==> src/design/fqc_pkg.sv <==
// ----------------------------------------------------------------------------
// fqc_pkg
// Shared types and constants for the fp32 quantize/convert pipeline.
// ----------------------------------------------------------------------------
package fqc_pkg;

  typedef enum logic [2:0] {
    FMT_INT8   = 3'd0,
    FMT_UINT8  = 3'd1,
    FMT_INT16  = 3'd2,
    FMT_UINT16 = 3'd3,
    FMT_BF16   = 3'd4
  } fmt_e;

  typedef enum logic [1:0] {
    REG_TARGET_FORMAT = 2'd0,
    REG_QUANT_SCALE   = 2'd1,
    REG_ZERO_OFFSET   = 2'd2,
    REG_BF16_ROUND    = 2'd3
  } reg_idx_e;

  localparam logic [31:0] FP32_ONE    = 32'h3f80_0000;
  localparam logic [15:0] BF16_MAXFIN = 16'h7f7f;
  localparam logic [15:0] BF16_EXPMSK = 16'h7f80;
  localparam logic [15:0] BF16_BIAS   = 16'h7fff;
  localparam logic [8:0]  EXP_OFFSET  = 9'd300;  // two biases plus 46 fraction bits
  localparam logic [32:0] MAG_POS_MAX = 33'h0_7fff_ffff;
  localparam logic [32:0] MAG_NEG_MAX = 33'h0_8000_0000;
  localparam logic signed [33:0] S8_MAX = 34'sd127;
  localparam logic signed [33:0] S8_MIN = -34'sd128;
  localparam logic signed [33:0] U8_MAX = 34'sd255;

  // Product stage to normalize stage.
  typedef struct packed {
    logic [47:0] prod;
    logic [8:0]  esum;
    logic        sign;
    logic        is_nan;
    logic        is_inf;
    logic [2:0]  fmt;
    logic [15:0] bf16;
    logic        last;
  } mul_t;

  // Normalize stage to integer stage.
  typedef struct packed {
    logic [24:0]        rnd;
    logic signed [10:0] expo;
    logic               zero;
    logic               sign;
    logic               is_nan;
    logic               is_inf;
    logic [2:0]         fmt;
    logic [15:0]        bf16;
    logic               last;
  } norm_t;

endpackage

==> src/design/fqc_mul.sv <==
// ----------------------------------------------------------------------------
// fqc_mul
// Mantissa multiply of value and scale, special-operand flags, bf16 result.
// ----------------------------------------------------------------------------
module fqc_mul (
  input  logic           clk_i,
  input  logic           en_i,
  input  logic [31:0]    value_i,
  input  logic           last_i,
  input  logic [2:0]     fmt_i,
  input  logic [31:0]    scale_i,
  input  logic           bf16_rnd_i,
  output fqc_pkg::mul_t  mul_o
);
  import fqc_pkg::*;

  logic [31:0] scl;
  logic [7:0]  ea, eb;
  logic [23:0] ma, mb;
  logic        nan_a, nan_b, inf_a, inf_b, zer_a, zer_b;
  logic [31:0] u;
  logic [15:0] hi;
  mul_t        mul_d, mul_q;

  // The 16-bit modes round the value itself: multiply by one.
  assign scl = (fmt_i == FMT_INT16 || fmt_i == FMT_UINT16) ? FP32_ONE : scale_i;

  always_comb begin
    ea    = value_i[30:23];
    eb    = scl[30:23];
    ma    = {(ea != 8'd0), value_i[22:0]};
    mb    = {(eb != 8'd0), scl[22:0]};
    nan_a = (ea == 8'hff) && (value_i[22:0] != 23'd0);
    nan_b = (eb == 8'hff) && (scl[22:0] != 23'd0);
    inf_a = (ea == 8'hff) && (value_i[22:0] == 23'd0);
    inf_b = (eb == 8'hff) && (scl[22:0] == 23'd0);
    zer_a = (value_i[30:0] == 31'd0);
    zer_b = (scl[30:0] == 31'd0);

    u = value_i;
    if (bf16_rnd_i) begin
      u = value_i + {16'd0, BF16_BIAS} + {31'd0, value_i[16]};
    end
    hi = u[31:16];
    if ((hi & BF16_EXPMSK) == BF16_EXPMSK) begin
      hi = BF16_MAXFIN;
    end

    mul_d.prod   = 48'(ma) * 48'(mb);
    // Subnormals use exponent one.
    mul_d.esum   = 9'((ea == 8'd0) ? 8'd1 : ea) + 9'((eb == 8'd0) ? 8'd1 : eb);
    mul_d.sign   = value_i[31] ^ scl[31];
    mul_d.is_nan = nan_a || nan_b || (inf_a && zer_b) || (inf_b && zer_a);
    mul_d.is_inf = inf_a || inf_b;
    mul_d.fmt    = fmt_i;
    mul_d.bf16   = hi;
    mul_d.last   = last_i;
  end

  always_ff @(posedge clk_i) begin
    if (en_i) begin
      mul_q <= mul_d;
    end
  end

  assign mul_o = mul_q;

endmodule

==> src/design/fqc_norm.sv <==
// ----------------------------------------------------------------------------
// fqc_norm
// Leading-one search and round-to-nearest-even of the product to 24 bits.
// ----------------------------------------------------------------------------
module fqc_norm (
  input  logic            clk_i,
  input  logic            en_i,
  input  fqc_pkg::mul_t   mul_i,
  output fqc_pkg::norm_t  norm_o
);
  import fqc_pkg::*;

  logic [5:0]  lead;
  logic [47:0] nrm;
  logic [23:0] top;
  logic        grd, stk;
  norm_t       norm_d, norm_q;

  always_comb begin
    lead = 6'd0;
    for (int i = 0; i < 48; i++) begin
      if (mul_i.prod[i]) begin
        lead = 6'(i);
      end
    end
    nrm = mul_i.prod << (6'd47 - lead);
    top = nrm[47:24];
    grd = nrm[23];
    stk = |nrm[22:0];

    norm_d.rnd    = {1'b0, top} + {24'd0, grd && (stk || top[0])};
    norm_d.expo   = $signed({5'd0, lead}) + $signed({2'd0, mul_i.esum})
                    - $signed({2'd0, EXP_OFFSET});
    norm_d.zero   = (mul_i.prod == 48'd0);
    norm_d.sign   = mul_i.sign;
    norm_d.is_nan = mul_i.is_nan;
    norm_d.is_inf = mul_i.is_inf;
    norm_d.fmt    = mul_i.fmt;
    norm_d.bf16   = mul_i.bf16;
    norm_d.last   = mul_i.last;
  end

  always_ff @(posedge clk_i) begin
    if (en_i) begin
      norm_q <= norm_d;
    end
  end

  assign norm_o = norm_q;

endmodule

==> src/design/fqc_int.sv <==
// ----------------------------------------------------------------------------
// fqc_int
// Round half away to int32, 8-bit zero point and saturation, format select.
// ----------------------------------------------------------------------------
module fqc_int (
  input  logic                clk_i,
  input  logic                en_i,
  input  fqc_pkg::norm_t      norm_i,
  input  logic signed [15:0]  zero_offset_i,
  output logic [15:0]         converted_o,
  output logic                last_o
);
  import fqc_pkg::*;

  logic [5:0]         sh;
  logic [57:0]        fix;
  logic [32:0]        mag;
  logic signed [33:0] r, rz;
  logic [15:0]        conv_d, conv_q;
  logic               last_q;

  always_comb begin
    sh  = 6'(norm_i.expo + 11'sd2);
    fix = {33'd0, norm_i.rnd} << sh;
    mag = '0;
    if (norm_i.is_nan) begin
      mag = '0;
    end else if (norm_i.is_inf || norm_i.expo >= 11'sd31) begin
      mag = norm_i.sign ? MAG_NEG_MAX : MAG_POS_MAX;
    end else if (norm_i.zero || norm_i.expo < -11'sd2) begin
      mag = '0;
    end else begin
      mag = fix[57:25] + {32'd0, fix[24]};
      if (!norm_i.sign && mag > MAG_POS_MAX) begin
        mag = MAG_POS_MAX;
      end
    end
    r  = norm_i.sign ? -$signed({1'b0, mag}) : $signed({1'b0, mag});
    rz = r + 34'(zero_offset_i);

    conv_d = '0;
    unique case (norm_i.fmt)
      FMT_INT8: begin
        if (rz > S8_MAX)      conv_d = {8'd0, 8'(S8_MAX)};
        else if (rz < S8_MIN) conv_d = {8'd0, 8'(S8_MIN)};
        else                  conv_d = {8'd0, rz[7:0]};
      end
      FMT_UINT8: begin
        if (rz > U8_MAX)      conv_d = {8'd0, 8'(U8_MAX)};
        else if (rz < 34'sd0) conv_d = '0;
        else                  conv_d = {8'd0, rz[7:0]};
      end
      FMT_INT16, FMT_UINT16: conv_d = r[15:0];
      FMT_BF16:              conv_d = norm_i.bf16;
      default:               conv_d = '0;
    endcase
  end

  always_ff @(posedge clk_i) begin
    if (en_i) begin
      conv_q <= conv_d;
      last_q <= norm_i.last;
    end
  end

  assign converted_o = conv_q;
  assign last_o      = last_q;

endmodule

==> src/design/fp32_quantize_convert.sv <==
// ----------------------------------------------------------------------------
// fp32_quantize_convert
// Streams fp32 values into int8/uint8/int16/uint16/bf16 encodings.
// ----------------------------------------------------------------------------
// Usage:
//   Slave channel s_axis_*: one fp32 value per item in tdata, tlast marks the
//   end of a tensor. Master channel m_axis_*: one result per item, converted
//   in tdata (8-bit modes in the low byte, upper byte zero), tlast copied.
//   Configuration: cfg_we_i writes cfg_data_i into register cfg_idx_i
//   (0 format, 1 scale, 2 zero point, 3 bf16 rounding); write only when idle.
// Timing:
//   Four-stage pipeline: input register, mantissa multiply, leading-one
//   normalize with round to nearest even, then integer rounding/clamp into
//   the output register, which drives tvalid. Every stage advances together,
//   so throughput is one item per cycle while the output is not stalled.
// Reset:
//   Clears all stage valid bits and loads the registers with format int8,
//   scale 1.0, zero point 0 and bf16 rounding off.
// Stall:
//   When the output holds an item that is not taken, the whole pipeline
//   holds and s_axis_tready drops; bubbles advance while the output is free.
// ----------------------------------------------------------------------------
module fp32_quantize_convert (
  input  logic        clk_i,
  input  logic        rst_ni,
  input  logic        s_axis_tvalid,
  output logic        s_axis_tready,
  input  logic [31:0] s_axis_tdata,   // [31:0] value_bits
  input  logic        s_axis_tlast,   // last_in
  output logic        m_axis_tvalid,
  input  logic        m_axis_tready,
  output logic [15:0] m_axis_tdata,   // [15:0] converted
  output logic        m_axis_tlast,   // last_out
  input  logic        cfg_we_i,
  input  logic [1:0]  cfg_idx_i,
  input  logic [31:0] cfg_data_i
);
  import fqc_pkg::*;

  logic [2:0]  fmt_q;
  logic [31:0] scale_q;
  logic [15:0] zp_q;
  logic        bf_rnd_q;
  logic        en;
  logic        in_v_q, mul_v_q, norm_v_q, out_v_q;
  logic [31:0] val_q;
  logic        last_q;
  mul_t        mul_s;
  norm_t       norm_s;

  // Configuration registers.
  always_ff @(posedge clk_i or negedge rst_ni) begin
    if (!rst_ni) begin
      fmt_q    <= FMT_INT8;
      scale_q  <= FP32_ONE;
      zp_q     <= '0;
      bf_rnd_q <= 1'b0;
    end else if (cfg_we_i) begin
      unique case (cfg_idx_i)
        REG_TARGET_FORMAT: fmt_q    <= cfg_data_i[2:0];
        REG_QUANT_SCALE:   scale_q  <= cfg_data_i;
        REG_ZERO_OFFSET:   zp_q     <= cfg_data_i[15:0];
        REG_BF16_ROUND:    bf_rnd_q <= cfg_data_i[0];
        default: ;
      endcase
    end
  end

  // Advance every stage unless the output item is held.
  assign en            = !out_v_q || m_axis_tready;
  assign s_axis_tready = en;

  always_ff @(posedge clk_i or negedge rst_ni) begin
    if (!rst_ni) begin
      in_v_q   <= 1'b0;
      mul_v_q  <= 1'b0;
      norm_v_q <= 1'b0;
      out_v_q  <= 1'b0;
    end else if (en) begin
      in_v_q   <= s_axis_tvalid;
      mul_v_q  <= in_v_q;
      norm_v_q <= mul_v_q;
      out_v_q  <= norm_v_q;
    end
  end

  always_ff @(posedge clk_i) begin
    if (en) begin
      val_q  <= s_axis_tdata;
      last_q <= s_axis_tlast;
    end
  end

  fqc_mul u_mul (
    .clk_i,
    .en_i       (en),
    .value_i    (val_q),
    .last_i     (last_q),
    .fmt_i      (fmt_q),
    .scale_i    (scale_q),
    .bf16_rnd_i (bf_rnd_q),
    .mul_o      (mul_s)
  );

  fqc_norm u_norm (
    .clk_i,
    .en_i   (en),
    .mul_i  (mul_s),
    .norm_o (norm_s)
  );

  fqc_int u_int (
    .clk_i,
    .en_i          (en),
    .norm_i        (norm_s),
    .zero_offset_i ($signed(zp_q)),
    .converted_o   (m_axis_tdata),
    .last_o        (m_axis_tlast)
  );

  assign m_axis_tvalid = out_v_q;

  // An accepted item lands in the input register.
  a_accept_lands: assert property (@(posedge clk_i) disable iff (!rst_ni)
    s_axis_tvalid && s_axis_tready |=> in_v_q)
    else $error("accepted item not captured");

  // A full middle stage reaches the output when the pipeline moves.
  a_norm_to_out: assert property (@(posedge clk_i) disable iff (!rst_ni)
    norm_v_q && en |=> m_axis_tvalid)
    else $error("item lost between normalize and output");

  // Ready only falls while a result waits at the output.
  a_ready_fall: assert property (@(posedge clk_i) disable iff (!rst_ni)
    $fell(s_axis_tready) |-> m_axis_tvalid && !m_axis_tready)
    else $error("ready dropped without a held result");

endmodule
==> config.mk <==
export PLATFORM = sky130hd
export DESIGN_NAME = fp32_quantize_convert
export DESIGN_NICKNAME = d
export VERILOG_FILES = /design/src/design/fqc_pkg.sv /design/src/design/fqc_mul.sv /design/src/design/fqc_norm.sv /design/src/design/fqc_int.sv /design/src/design/fp32_quantize_convert.sv
export SDC_FILE = /design/constraint.sdc
export NUM_CORES = 2
export LEC_CHECK = 0
export ABC_AREA = 1
export CORE_AREA = 2 2 250 252
export CTS_CLUSTER_DIAMETER = 80
export DETAILED_ROUTE_END_ITERATION = 8
export DIE_AREA = 0 0 252 254
export DONT_BUFFER_PORTS = 1
export GPL_ROUTABILITY_DRIVEN = 0
export PLACE_DENSITY = 0.79
export SLEW_MARGIN = 30
export SYNTH_ARGS = -nofsm -noshare
export SYNTH_HDL_FRONTEND = slang
export SYNTH_SLANG_ARGS = --single-unit
==> constraint.sdc <==
create_clock -name clk_i -period 13.3 [get_ports clk_i]
set_input_delay 2.66 -clock clk_i [delete_from_list [all_inputs] [get_ports clk_i]]
set_output_delay 2.66 -clock clk_i [all_outputs]
set_load 0.005 [all_outputs]
### Word level (Yosys, flattened, before mapping)

Index checks and enable logic that the tools add are counted.

| storage, ports and cells | value |
|---|---|
| flip-flop bits (word level) | 246 |
| latch bits | 0 |
| memory bits (writable) | 0 |
| bits in read-only memories | 0 |
| bits of input ports | 72 |
| output and inout bits | 19 |
| logic and storage cells | 163 |
| memories kept | 0 |

| cells by class | value |
|---|---|
| add/subtract/negate cells | 11 |
| multipliers | 1 |
| div/mod/pow operators | 0 |
| magnitude comparators | 7 |
| equal/unequal tests | 12 |
| shifts and indexed selects | 2 |
| mux-type cells | 62 |
| bitwise logic cells | 1 |
| reductions and logical operators | 38 |

Operators by type and width:

| operator | number |
|---|---|
| 2-to-1 mux 33 bit | 4 |
| 2-to-1 mux 32 bit | 3 |
| 2-to-1 mux 6 bit | 16 |
| 2-to-1 mux 5 bit | 16 |
| case mux 16 bit (4 select lines) | 1 |
| logical NOT 31 bit | 2 |
| left shift 25 x 6 -> 58 bit | 1 |
| logical NOT 48 bit | 1 |
| multiplier 24 x 24 -> 48 bit | 1 |
| left shift 48 x 6 -> 48 bit | 1 |
| logical NOT 23 bit | 2 |
| nonzero test 23 bit | 2 |
| adder 34 x 16 -> 34 bit | 1 |
| greater-than comparator 34 x 8 -> 1 bit, second input constant | 1 |
| greater-than comparator 34 x 9 -> 1 bit, second input constant | 1 |
| < comparator 34 x 1 -> 1 bit, second input constant | 1 |
| < comparator 34 x 8 -> 1 bit, second input constant | 1 |
| 2-to-1 mux 34 bit | 1 |
| negation 33 -> 34 bit | 1 |
| adder 33 x 1 -> 33 bit | 1 |
| greater-than comparator 33 x 31 -> 1 bit, second input constant | 1 |
| adder 32 x 1 -> 32 bit | 1 |
| adder 32 x 15 -> 32 bit, second input constant | 1 |
| 2-to-1 mux 16 bit | 2 |
| 30 further kinds | 71 |

### Depth between registers and ports, before layout

| logic depth | value |
|---|---|
| word-level depth | 53 |
| mapped depth | 64 |
| depth with buffers taken out | 63 |

### Hierarchy

A second synthesis with hierarchy kept.

| second synthesis, totals | value |
|---|---|
| cell total of the unflattened synthesis | 5535 |
| area, all modules | 40101.0 um^2 |

Modules (own cells, without submodules):

| module | instances | cells an instance | area each (um^2) | sequential area each (um^2) |
|---|---|---|---|---|
| fqc_mul | 1 | 2968 | 23209.8 | 2402.3 |
| fqc_int | 1 | 1249 | 7006.7 | 510.5 |
| fqc_norm | 1 | 1034 | 6507.5 | 1801.7 |
| fp32_quantize_convert | 1 | 284 | 3377.0 | 2401.1 |

### Worst setup path before layout

OpenSTA, ideal clock, no wires.

| path | value |
|---|---|
| path kind | input-to-output |
| start point | input port m_axis_tready |
| end point | output port s_axis_tready |
| arrival time | 6.802 ns |
| required time | 10.640 ns |
| setup slack | 3.838 ns |
| stages | 2 |
| buffers on the path | 0 |
| cell sequence | inv_1 nand2_1 |

| between the ends | value |
|---|---|
| word-level cells in the longest chain between the ends | 1 |

RTL lines:

| what | RTL line | source |
|---|---|---|
| start, declared | fp32_quantize_convert.sv:31 | `input logic m_axis_tready,` |
| logical OR 1 bit | fp32_quantize_convert.sv:70 | `assign en = !out_v_q \|\| m_axis_tready;` |
| end, declared | fp32_quantize_convert.sv:27 | `output logic s_axis_tready,` |

Every way passes these cells.

==> flow_summary_export.csv <==
group,metric,value,unit
sta,worst_pin_slew,1.02,ns
clock_tree,cts_buffer_depth,3,
layout,drive_gt1_share,3.83,%
worst_setup_path,ff2ff_path_depth,40,
placement,hpwl,79.6,mm
logic_synthesis,synthesis.nets,5485,
global_routing,gr-total-overflow,0,
routing,ant_nets,0,
sta,fmax,96.9,MHz
logic_synthesis,ys_seq_area_share,19.5,%
routing,finalWirelength,103,mm
layout,nNetsFinal,5355,
logic_synthesis,syn_inst,4701,
routing,dr.pass1.iters,9,
logic_synthesis,ys_ff_latch,246,
routing,wire_per_inst,19.1,um
logic_synthesis,synthArstFlopShare,22.8,%
worst_setup_path,criticalPathCategory,"flop to flop",
sta,fin_crit,10.32,ns
worst_setup_path,critPathMaxStageDelay,0.65,ns
sta,hold_ws,0.410,ns
hold_path,worstHoldPathCells,0,
layout,fillCellCount,5192,
sta,finalHoldViolCount,0,
clock_tree,cts-resized-gates,0,
clock_tree,clk_latency,0.60,ns
sta,final_max_slew_viol_count,0,
layout,seq_area,7120,um^2
sta,min_period_over_period,77.6,%
hold_path,worstHoldStart,"u_mul.mul_o[22]$_DFFE_PP_",
logic_synthesis,synth_top_area_share,26.6,%
floorplan,die_w,252,um
sta,slew_headroom,32.0,%
logic_synthesis,yosysWarnings,0,
global_routing,track_usage,32.4,%
placement,port_buffers,0,
worst_setup_path,r2r_slack,2.98,ns
worst_setup_path,critPathCaptureType,"flop",
logic_synthesis,synth_cell_types,67,
floorplan,die_h,254,um
global_routing,antenna_found_initial,4,
routing,viasPerCell,5.91,
floorplan,ios,91,
worst_setup_path,arrival,10.64,ns
clock_tree,cts_max_level,1,
clock_tree,hold_buffers,0,
logic_synthesis,synth_edf_count,190,
layout,multi_input_area,25500,um^2
sta,setup_violations,0,
clock_tree,cts_sinks,246,
global_routing,grt_start_max_net_pins,156,
hold_path,hold_class,"flop to flop",
clock_tree,clkTransAtPathRegs,0.07,ns
logic_synthesis,synth_area_leader_cell,"fa_1",
global_routing,grt_pass1_wl,162,mm
logic_synthesis,syn_area_per_cell,7.76,um^2
routing,vias,31812,
sta,worst_clock_skew,0.0230,ns
clock_tree,cts_buffers,28,
layout,final_util,62.0,%
worst_setup_path,r2r_end,"u_mul.mul_o[79]$_DFFE_PP_",
placement,dp_worst_setup_slack,3.10,ns
worst_setup_path,cpMaxStageDelayCell,"inv_1",
routing,drtIter0Drc,3683,
sta,setup_ws,2.98,ns
clock_tree,cts-root-buf,"clkbuf_16",
clock_tree,cts_setup_buffers,0,
logic_synthesis,syn-cell-area,36500,um^2
sta,rsz0062_at_grt,"no",
logic_synthesis,synthFlopType,"edfxtp_1",
floorplan,fp.dieArea,64000,um^2
floorplan,start_util,59.6,%
clock_tree,cts_tree,"yes",
global_routing,grt_pass1_vias,31362,
worst_setup_path,reg2reg_from,"fmt_q[1]$_DFFE_PN0P_",
run,cap_violations,0,
floorplan,num_rows,91,
worst_setup_path,crit_fanout,29,
worst_setup_path,cp-start-kind,"flop",
floorplan,core_area,61300,um^2
sta,finalSetupTns,0,ns
hold_path,hold-path-endpoint,"u_norm.norm_o[22]$_DFFE_PP_",
layout,syn2layout_area_growth,4.01,%
logic_synthesis,yosys-top-cells-area,"fa_1 27%, edfxtp_1 16%, nand2_1 12%",
routing,drc,0,
outcome,status,"complete, no violations",
worst_setup_path,cp.required,13.62,ns
==> logic make-up after synthesis <==
kind of cell / Yosys count / synth area share (%)
compound gates: 393 / 6.29
xor+xnor: 175 / 4.24
fa+ha+maj: 712 / 34.4
buf+inv: 1025 / 10.8
flops: 246 / 19.5
mux: 20 / 0.593
simple gates: 2130 / 24.2
==> cell usage after synthesis, drive strengths merged, types with 11 or more instances <==
cell	instances
clkinv	16
mux2	13
nor3	34
o21ai	165
xnor2	55
fa	485
nor4	13
o31ai	11
xor2	120
buf	41
ha	227
o22ai	16
nor2	438
clkbuf	166
a31oi	14
nand4	54
nand3	401
a21oi	123
edfxtp	190
inv	802
dfrtp	49
nand2	1169
==> sequential cells by signal (all words and copies together), names as in the netlist <==
| name | count |
|---|---|
| u_int.converted_o | 16 |
| scale_q | 32 |
| mul_v_q | 1 |
| zp_q | 16 |
| m_axis_tvalid | 1 |
| fmt_q | 3 |
| norm_v_q | 1 |
| in_v_q | 1 |
| val_q | 32 |
| u_int.last_o | 1 |
| u_norm.norm_o | 60 |
| bf_rnd_q | 1 |
| u_mul.mul_o | 80 |
| last_q | 1 |
==> layout make-up <==
cell class | instances | area share [%]
Antenna cell | 4 | 0.0264
Clock buffer | 40 | 1.99
Clock inverter | 12 | 0.300
Inverter | 818 | 8.09
Multi-Input combinational cell | 3430 | 67.3
Sequential cell | 246 | 18.7
Tap cell | 790 | 2.60
Timing Repair Buffer | 47 | 0.963
==> layer usage <==
metal | share of wire [%] | routed length [um] | vias to the layer above | global-route usage, %
met3 | 11 | 10900 | 457 | 8.04
met5 | 0.11 | 110 | - | 0.849
met1 | 37 | 37700 | 15136 | 40.0
met2 | 46 | 47800 | 1748 | 52.6
li1 | - | - | 14465 | -
met4 | 6.4 | 6610 | 6 | 17.4
==> cell usage in the layout, fill, tap and decap left out, types with 33 or more instances in the layout <==
cell,Yosys,routed
nand4_1,54,54
xnor2_1,55,55
edfxtp_1,190,190
nor2_1,430,429
a21oi_1,121,116
o21ai_1,33,33
buf_4,4,46
nand3_1,400,398
inv_1,783,783
ha_1,227,227
nand2_1,1163,1160
xor2_1,118,118
o21ai_0,132,132
fa_1,485,485
dfrtp_1,49,49
==> metrics by stage <==
| stage | instances | cell area [um^2] |
|---|---|---|
| detailed placement | 5331 | 37100 |
| global placement | 5331 | 37000 |
| finish | 5387 | 38000 |
| CTS | 5383 | 37900 |
| global route | 5383 | 37900 |
| floorplan | 4701 | 36500 |
==> worst max-delay path by stage <==
| stage | startpoint | end |
|---|---|---|
| after floorplan | m_axis_tready | s_axis_tready |
| after global placement | fmt_q[1]$_DFFE_PN0P_ | u_mul.mul_o[79]$_DFFE_PP_ |
| after detailed placement | fmt_q[1]$_DFFE_PN0P_ | u_mul.mul_o[79]$_DFFE_PP_ |
| after CTS | fmt_q[1]$_DFFE_PN0P_ | u_mul.mul_o[79]$_DFFE_PP_ |
| after global routing | fmt_q[1]$_DFFE_PN0P_ | u_mul.mul_o[79]$_DFFE_PP_ |
| final | fmt_q[1]$_DFFE_PN0P_ | u_mul.mul_o[79]$_DFFE_PP_ |
==> critical path: cells and delay by family (launching register included) <==
| family | cells | cell delay (ns) |
|---|---|---|
| AND/OR/NAND/NOR | 8 | 1.06 |
| XOR/XNOR | 1 | 0.14 |
| adder cells (fa/ha/maj) | 8 | 3.67 |
| AO/OA/AOI/OAI | 15 | 3.16 |
| flip-flops | 1 | 0.40 |
| buffers and inverters | 8 | 1.61 |
Power is left out: the tool's default activity adds up to more than one toggle a clock period on the data nets, which glitch-free logic cannot reach.
